`src/rtl/fcvm_mul.sv`:
```
// Shared registered 32x32 signed multiplier.
`timescale 1ns / 1ps
module fcvm_mul (
  input  logic               clk,
  input  logic               en,
  input  logic signed [31:0] a,
  input  logic signed [31:0] b,
  output logic signed [63:0] p_r
);

  always_ff @(posedge clk) begin
    if (en) begin
      p_r <= a * b;
    end
  end

endmodule

```
`config.mk`:
```
export PLATFORM = sky130hd
export DESIGN_NAME = fcvm_mul
export DESIGN_NICKNAME = d
export VERILOG_FILES = /design/src/rtl/fcvm_mul.sv
export SDC_FILE = /design/constraint.sdc
export NUM_CORES = 2
export LEC_CHECK = 0
export ABC_AREA = 0
export BUFFER_PORTS_ARGS = -buffer_cell sky130_fd_sc_hd__buf_2
export CORE_MARGIN = 1
export CORE_UTILIZATION = 40
export DETAILED_ROUTE_END_ITERATION = 16
export PLACE_DENSITY = 0.63
export SLEW_MARGIN = 20
export SYNTH_ARGS = -nofsm -noshare
export SYNTH_HDL_FRONTEND = slang
export SYNTH_SLANG_ARGS = --single-unit
```
`constraint.sdc`:
```
create_clock -name clk -period 24.7 [get_ports clk]
set_clock_uncertainty 0.1 [all_clocks]
set_input_delay 4.94 -clock clk [delete_from_list [all_inputs] [get_ports clk]]
set_output_delay 4.94 -clock clk [all_outputs]
set_load 0.1 [all_outputs]
```
==> results.yml <==
sta:
  rsz0062_at_grt: "false"
  setup_viol: 0
  worst_slew_slack_as_a_fraction_of_its_limit_pct: 25.7
  tightest_slew_ps: 1110
  maxClockFrequency_ghz: 0.0744
  hold_viol_final: 0
  final-max-slew-violation-count: 0
  fin_worst_hold_slack_ps: 5210
  fin_tns_setup_ps: 0
  setup_ws_ps: 11270
  final.period_utilization_pct: 54.4
  period_needed_ps: 13430
logic_synthesis:
  synth_edf_count: 64
  yosys.area_share.xor_xnor_pct: 1.73
  synthArstFlopShare_pct: 0
  syn-instance-count: 3884
  synth_compound_area_share_pct: 3.41
  proportion_of_synthesized_area_in_mux_cells_pct: 0
  synth_area_um2: 37900
  syn-mean-instance-area_um2: 9.75
  synth-adder-area-share_pct: 63.3
  post_synth_num_cell_types: 63
  ys.flop_type: "sky130_fd_sc_hd__edfxtp_1"
  synth_warnings: 0
  synth_top_family_by_area: "adder cells"
  synth.area.top_cells: "sky130_fd_sc_hd__fa_1, sky130_fd_sc_hd__inv_1, sky130_fd_sc_hd__and2_1"
  synth-seq-area-share_pct: 5.07
  synth-simple-area-share_pct: 15.1
  synth.net_count: 5216
  yosys.area.top_type_share_pct: 57.2
  ys_seq_elements: 64
  synth_top_cell_by_area: "sky130_fd_sc_hd__fa_1"
global_route:
  grtUsageTotal_pct: 21.4
  grt_max_degree: 65
  first_global_vias: 28200
  grt_remaining_overflow: 0
  number_of_antenna_violations_at_the_first_check_in_global_routing: 7
  grt_pass1_wl_mm: 157
detailed_routing:
  dr_wl_met3_mm: 3.31
  drt-vias-per-instance: 5.02
  detailroute.wirelength.met2_mm: 52.5
  drt.antenna.violating_nets: 0
  drt_first_pass_iters: 6
  drt-total-wl_mm: 97.3
  route.detailed.drc: 0
  routed_wire_length_per_instance_um: 19.1
  drt_first_iter_violations: 1097
  num_vias: 25600
  maxUsedRoutingLayer: "met5"
  met1_wl_mm: 36.6
cts:
  cts_tree: "built"
  clock-root-buffer: "sky130_fd_sc_hd__clkbuf_16"
  hold_buffers: 0
  cts.sinks: 64
  h-tree-depth: 3
  cts.clk_slew.worst_paths_ps: 60
  cts-resized-gates: 0
  postCtsSetupRepairBufs: 0
  cts_buffers: 9
  clock_tree.buffer_depth: 2
worst_setup_path:
  setup.worst_path.start_class: "input port"
  worst-path-max-fanout: 32
  worst_setup_path_startpoint: "a[31]"
  worst_ep_arrival_time_ps: 13410
  endpoint_kind: "flip-flop"
  crit_required_ps: 24680
  timing_worst_setup_path_type: "in -> reg"
place:
  port_buffers: 129
  dp.cells: 5077
  dp.final_hpwl_mm: 80.4
  gp_congestion: 0.885
  worst_setup_slack_after_placement_ps: 10980
floorplanning:
  core.rowCount: 112
  die_area_um2: 95900
  die_w_um: 310
  placeableCoreArea_um2: 93600
  io_pins: 130
  start_util_pct: 40.5
  die_height_um: 310
final_layout:
  largest_register_ffs: 64
  largest_register: "p_r"
  area_growth_syn_to_layout_pct: 4.91
  nets: 5166
  final_cell_count_no_fill: 5095
  reg_top3: "p_r: 64 flops"
  layout-drive-gt1-share_pct: 4.61
hold_path:
  min-delay-path-class: "in -> reg"
  min_delay_startpoint: "en"
job:
  drv.max_cap_violation_count: 0
run_status:
  status: "finished, final reports clean"
[synth_stat cells, types with 23 or more instances]
cell,count
sky130_fd_sc_hd__a21o_1,23
sky130_fd_sc_hd__a21oi_1,68
sky130_fd_sc_hd__and2_1,516
sky130_fd_sc_hd__clkbuf_1,195
sky130_fd_sc_hd__edfxtp_1,64
sky130_fd_sc_hd__fa_1,1082
sky130_fd_sc_hd__ha_1,184
sky130_fd_sc_hd__inv_1,952
sky130_fd_sc_hd__nand2_1,511
sky130_fd_sc_hd__nor2_1,42
sky130_fd_sc_hd__o21ai_0,28
sky130_fd_sc_hd__xnor2_1,53
[through the flow]
stage	util, %	cell area (um2)
floorplan	-	37900
global placement	42.1	39400
detailed placement	42.1	39400
CTS	42.5	39700
global route	42.5	39700
finish	42.5	39700
[final timing paths]
| path | slack, ps | to | depth (start not counted) |
|---|---|---|---|
| setup / recovery | 11270 | p_r[62]$_DFFE_PP_ | 25 |
| hold / removal | 5210 | p_r[13]$_DFFE_PP_ | 2 |
[cell type report]
type | instances | area (um2)
diodes | 2 | 5.00
clock buffers | 9 | 225
clock inverters | 7 | 95.1
fillers | 9307 | 53900
inverters | 952 | 3570
multi-input cells | 2668 | 31600
flip-flops and latches | 64 | 1920
well taps | 1254 | 1570
repair buffers | 139 | 721
[routing by layer]
layer	vias to the layer above	GRT usage (%)
met3	170	1.96
met1	13800	25.4
met5	-	0
li1	11000	-
met2	615	39.2
met4	6	9.39
[worst max-delay path: stages]
cell and delay (ps):
sky130_fd_sc_hd__buf_2 490, sky130_fd_sc_hd__nand2_1 250, sky130_fd_sc_hd__inv_1 140, sky130_fd_sc_hd__fa_1 410, sky130_fd_sc_hd__inv_1 250, sky130_fd_sc_hd__fa_1 480, sky130_fd_sc_hd__inv_1 220, sky130_fd_sc_hd__fa_1 510
sky130_fd_sc_hd__fa_1 830, sky130_fd_sc_hd__inv_1 420, sky130_fd_sc_hd__fa_1 590, sky130_fd_sc_hd__inv_1 60, sky130_fd_sc_hd__fa_1 520, sky130_fd_sc_hd__inv_1 40, sky130_fd_sc_hd__fa_1 470, sky130_fd_sc_hd__inv_1 60
sky130_fd_sc_hd__fa_1 470, sky130_fd_sc_hd__ha_1 390, sky130_fd_sc_hd__and3_1 210, sky130_fd_sc_hd__nand2_1 80, sky130_fd_sc_hd__or3_1 390, sky130_fd_sc_hd__o211ai_1 500, sky130_fd_sc_hd__a31oi_1 240, sky130_fd_sc_hd__o31ai_1 300
sky130_fd_sc_hd__xor2_1 110
[cell usage in the layout (no fill, tap or decap), drive strengths merged, types with 22 or more instances in the layout]
cell	count
a21o	25
a21oi	68
and2	516
buf	139
edfxtp	64
fa	1082
ha	184
inv	952
nand2	511
nor2	42
o21ai	31
xnor2	53
xor2	22
[cell families after synthesis]
group / count (synthesis)
and+or+nand+nor: 1134
AOI/OAI and AO/OA: 193
DFF: 64
xor gates and xnor gates: 75
buffers and inverters: 1152
adders and majority gates: 1266
Power is not shown: default switching activity piles up to over one toggle a cycle in this logic, so the estimate is an artifact.
