### src/rtl/fcvm_pkg.sv
// Shared types and constants for the fly camera view matrix engine.
`timescale 1ns / 1ps
package fcvm_pkg;

  // command codes
  localparam logic [1:0] CMD_KEY    = 2'd0;
  localparam logic [1:0] CMD_MOUSE  = 2'd1;
  localparam logic [1:0] CMD_SETPOS = 2'd2;

  // configuration register indexes
  localparam int unsigned CFG_IDX_W = 4;
  localparam logic [CFG_IDX_W-1:0] CFG_SENS  = 4'd0;
  localparam logic [CFG_IDX_W-1:0] CFG_SPEED = 4'd1;

  localparam logic [15:0] SENS_RST  = 16'd6554;
  localparam logic [15:0] SPEED_RST = 16'd640;

  // angles, Q.16 degrees
  localparam logic signed [31:0] DEG89  = 32'sd5832704;
  localparam logic signed [31:0] DEG90  = 32'sd5898240;
  localparam logic signed [31:0] DEG180 = 32'sd11796480;
  localparam logic signed [33:0] DEG360 = 34'sd23592960;

  localparam logic signed [17:0] ONE_Q16 = 18'sd65536;

  localparam logic [3:0]         CORDIC_LAST = 4'd15;
  localparam logic signed [33:0] CORDIC_GAIN = 34'sd652032874;

  typedef struct packed {
    logic              start;
    logic signed [31:0] angle;
  } cordic_req_t;

  typedef struct packed {
    logic              done;
    logic signed [31:0] cos_v;
    logic signed [31:0] sin_v;
  } cordic_res_t;

  // arctangent of 2^-i in Q.16 degrees
  function automatic logic signed [31:0] atan_q16(input logic [3:0] i);
    logic signed [31:0] v;
    case (i)
      4'd0:    v = 32'sd2949120;
      4'd1:    v = 32'sd1740967;
      4'd2:    v = 32'sd919879;
      4'd3:    v = 32'sd466945;
      4'd4:    v = 32'sd234379;
      4'd5:    v = 32'sd117304;
      4'd6:    v = 32'sd58666;
      4'd7:    v = 32'sd29335;
      4'd8:    v = 32'sd14668;
      4'd9:    v = 32'sd7334;
      4'd10:   v = 32'sd3667;
      4'd11:   v = 32'sd1833;
      4'd12:   v = 32'sd917;
      4'd13:   v = 32'sd458;
      4'd14:   v = 32'sd229;
      default: v = 32'sd115;
    endcase
    return v;
  endfunction

endpackage

### src/rtl/fcvm_cordic.sv
// Iterative 16-step rotation CORDIC: sine and cosine of a Q.16 degree angle in Q2.30.
`timescale 1ns / 1ps
module fcvm_cordic (
  input  logic                clk,
  input  logic                rst_n,
  input  fcvm_pkg::cordic_req_t req,
  output fcvm_pkg::cordic_res_t res
);

  logic               busy_r;
  logic               done_r;
  logic [3:0]         step_r;
  logic signed [33:0] x_r;
  logic signed [33:0] y_r;
  logic signed [31:0] a_r;
  logic               neg_r;
  logic signed [33:0] xs;
  logic signed [33:0] ys;
  logic signed [33:0] xo;
  logic signed [33:0] yo;

  assign xs = x_r >>> step_r;
  assign ys = y_r >>> step_r;
  assign xo = neg_r ? -x_r : x_r;
  assign yo = neg_r ? -y_r : y_r;

  always_ff @(posedge clk) begin
    if (!rst_n) begin
      busy_r <= 1'b0;
      done_r <= 1'b0;
      step_r <= '0;
    end else begin
      done_r <= 1'b0;
      if (req.start) begin
        busy_r <= 1'b1;
        step_r <= '0;
      end else if (busy_r) begin
        step_r <= step_r + 4'd1;
        if (step_r == fcvm_pkg::CORDIC_LAST) begin
          busy_r <= 1'b0;
          done_r <= 1'b1;
        end
      end
    end
  end

  always_ff @(posedge clk) begin
    if (req.start) begin
      x_r <= fcvm_pkg::CORDIC_GAIN;
      y_r <= '0;
      // fold into +-90 degrees, negate both results afterwards
      if (req.angle > fcvm_pkg::DEG90) begin
        a_r   <= req.angle - fcvm_pkg::DEG180;
        neg_r <= 1'b1;
      end else if (req.angle < -fcvm_pkg::DEG90) begin
        a_r   <= req.angle + fcvm_pkg::DEG180;
        neg_r <= 1'b1;
      end else begin
        a_r   <= req.angle;
        neg_r <= 1'b0;
      end
    end else if (busy_r) begin
      if (!a_r[31]) begin
        x_r <= x_r - ys;
        y_r <= y_r + xs;
        a_r <= a_r - fcvm_pkg::atan_q16(step_r);
      end else begin
        x_r <= x_r + ys;
        y_r <= y_r - xs;
        a_r <= a_r + fcvm_pkg::atan_q16(step_r);
      end
    end
  end

  assign res.done  = done_r;
  assign res.cos_v = xo[31:0];
  assign res.sin_v = yo[31:0];

endmodule

### config.mk
export PLATFORM = sky130hd
export DESIGN_NAME = fcvm_cordic
export DESIGN_NICKNAME = d
export VERILOG_FILES = /design/src/rtl/fcvm_pkg.sv /design/src/rtl/fcvm_cordic.sv
export SDC_FILE = /design/constraint.sdc
export NUM_CORES = 1
export LEC_CHECK = 0
export BUFFER_PORTS_ARGS = -buffer_cell sky130_fd_sc_hd__buf_2
export CAP_MARGIN = 20
export CORE_MARGIN = 2
export CORE_UTILIZATION = 30
export DETAILED_ROUTE_END_ITERATION = 7
export GPL_ROUTABILITY_DRIVEN = 0
export GPL_TIMING_DRIVEN = 0
export PLACE_DENSITY_LB_ADDON = 0.25
export SLEW_MARGIN = 20
export SYNTH_ARGS = -nofsm -noshare
export SYNTH_HDL_FRONTEND = slang
export SYNTH_SLANG_ARGS = --single-unit
### constraint.sdc
create_clock -name clk -period 12.69 [get_ports clk]
set_input_delay 0.6345 -clock clk [delete_from_list [all_inputs] [get_ports clk]]
set_output_delay 0.6345 -clock clk [all_outputs]
set_load 0.05 [all_outputs]
==> flow_summary.json <==
{
  "via_count": 18560,
  "finalMaxSlewViolations": 0,
  "die_area_sq_mm": 0.06072,
  "end_kind": "flip-flop",
  "worst_slew_pin_slew_ns": 1.227,
  "postCtsResizedCells": 0,
  "grt_pass1_vias": 17490,
  "status": "finished clean",
  "postCtsSetupBuffers": 0,
  "hold_buffers": 0,
  "final_cell_mix": "nand2_1, nor2_1, a21oi_1",
  "hold_viol": 0,
  "arrival_ns": 9.76,
  "rows": 88,
  "synth_nets": 2379,
  "rsz0062_at_grt": "false",
  "ant_nets": 0,
  "path_max_fanout": 10,
  "synth.area.top_cells": "dfxtp_1, ha_1, xnor2_1",
  "synth_top_area_frac": 0.1090,
  "startpoint_type": "flip-flop",
  "worstSetupPathType": "flip-flop to flip-flop",
  "wl_per_cell_microns": 23.47,
  "drv_cap": 0,
  "die_x_microns": 246.4,
  "port_buffers": 94,
  "drc": 0,
  "yosysUniqueCellTypes": 93,
  "required_ns": 13.10,
  "num_io_pins": 100,
  "cts_root_buf": "clkbuf_16",
  "fin_ws_ns": 3.340,
  "p_leak_uw": 0.008010,
  "antenna_found_initial": 3,
  "initial_core_util": 0.3044,
  "power_frac_comb": 0.761,
  "pwr-share-seq": 0.136,
  "synth_top_flop_cell": "dfxtp_1",
  "skew_ns": 0.01504,
  "grt_max_degree": 32,
  "grt_pass1_wl_microns": 108300,
  "synth_seq_cells": 129,
  "synth_edf_count": 33,
  "synth.avg_cell_area_sq_um": 7.912,
  "area_growth_pct": 11.62,
  "ys.warnings.count": 0,
  "routed_wl_microns": 73310,
  "hold_class": "primary input to flip-flop",
  "grt_overflow_total": 0,
  "fin_nets": 2494,
  "cts_sinks": 129,
  "final_common_cell": "nand2_1",
  "syn_area_sq_mm": 0.01763,
  "firstDrtPassIters": 8,
  "fmax_mhz": 106.9,
  "htreeDepth": 4,
  "min_period_ns": 9.350,
  "syn-instance-count": 2228,
  "die_y_microns": 246.4,
  "fin_crit_sh": 0.7368,
  "dpl.hpwl_microns": 56100,
  "p_int_uw": 2240,
  "clk_pin_slew_ns": 0.07,
  "core_sq_mm": 0.05792,
  "dp_slack_ns": 3.963,
  "power_density_mw_per_mm2": 251.0,
  "clock_path_buffers": 2,
  "drive_above_1_share": 0.1210,
  "setup_viol": 0,
  "ys_seq_area_frac": 0.1652,
  "p_sw_uw": 2699,
  "cts_buffers": 17,
  "final_core_util": 0.3397,
  "synthArstFlopShare": 0,
  "peakVddDrop_mv": 0.1334,
  "setup_tns_ns": 0,
  "pwr-share-clk": 0.102,
  "cts_tree": "yes",
  "switching_share": 0.5465,
  "grt_usage": 0.2384,
  "clock_latency_ns": 0.51,
  "yosysTopAreaCell": "dfxtp_1",
  "slew_headroom": 0.1823,
  "viasPerCell": 5.942,
  "drt_iter0_drc": 1946
}
-- cell families (layout without fill, tap and decap cells) --
kind of cell,Yosys count,after routing,share of synthesized area
compound gates,645,645,0.2378
xor+xnor,232,232,0.1153
fa+ha+maj,116,116,0.08361
buf+inv,231,359,0.05827
flops,129,129,0.1652
mux,197,197,0.1585
other cells,0,2,0
simple gates,678,678,0.1813
-- worst max-delay path: stages (launching register included) --
cell	delay (ns)
dfxtp_1	0.31
clkbuf_1	0.58
clkbuf_1	0.69
buf_1	0.70
clkbuf_1	0.64
buf_1	0.67
clkbuf_1	0.67
nand2_1	0.12
nand2_1	0.13
ha_1	0.18
a21boi_0	0.26
o21ai_0	0.24
a2111oi_2	0.47
nand2_1	0.28
inv_1	0.16
a31oi_1	0.11
xnor2_1	0.24
ha_1	0.33
a21o_1	0.19
a21o_1	0.18
a21o_1	0.17
a221oi_1	0.36
a21oi_1	0.18
o41ai_1	0.81
nand3_1	0.16
o31a_1	0.15
a311oi_1	0.25
-- power by group through the flow --
| stage | Sequential (uW) | Combinational, uW | Clock (uW) |
|---|---|---|---|
| floorplan | 625 | 2880 | 0 |
| global placement | 675 | 3640 | 0 |
| detailed placement | 679 | 3680 | 0 |
| CTS | 670 | 3700 | 517 |
| global route | 685 | 4080 | 531 |
| finish | 674 | 3760 | 505 |
-- routing by layer --
| metal | GRT usage | up-vias | wire length (microns) |
|---|---|---|---|
| met5 | 0 | - | 0 |
| met4 | 0.1375 | 0 | 4292 |
| met3 | 0.05468 | 233 | 6537 |
| met2 | 0.3717 | 972 | 32380 |
| met1 | 0.3008 | 8880 | 30090 |
| li1 | - | 8471 | - |
-- metrics by stage --
| stage | power (uW) | cell area, sq um | hold slack [ns] | instances |
|---|---|---|---|---|
| final | 4939 | 19680 | 0.3610 | 3123 |
| after global routing | 5292 | 19670 | 0.3587 | 3121 |
| after CTS | 4891 | 19670 | 0.3353 | 3121 |
| after detailed placement | 4362 | 19100 | 0.5393 | 3089 |
| after global placement | 4313 | 19060 | 0.5232 | 3087 |
| after floorplan | 3503 | 17630 | 0.4898 | 2228 |
-- cell usage after synthesis, drive strengths merged (43+ instances only) --
master  number
nor3        43
buf         56
a21oi      162
mux4        60
xnor2      151
o21ai      155
nor2       195
ha         113
a21o        54
dfxtp       96
xor2        81
clkbuf     104
inv         68
nand2      219
mux2i      104
-- cell type report --
type	count	area, sq um
well taps	765	957.2
clock inverters	11	91.34
inverters	71	266.5
repair buffers	96	495.5
plain buffers	160	763.2
multi-input cells	1868	13700
flip-flops and latches	129	2913
clock buffers	21	483.0
fillers	6259	38240
diodes	2	5.005
-- worst paths after layout --
check	depth (start not counted)	start	end	slack, ns
min	1	req[32]	neg_r$_SDFFCE_PP1P_	0.36
max	26	step_r[3]$_SDFFE_PP0P_	x_r[30]$_SDFFE_PP0P_	3.34
min reg2reg	2	y_r[0]$_SDFFE_PP0P_	y_r[0]$_SDFFE_PP0P_	0.55
max reg2reg	26	step_r[3]$_SDFFE_PP0P_	x_r[30]$_SDFFE_PP0P_	3.34
Power figures use the tool's default switching activity.
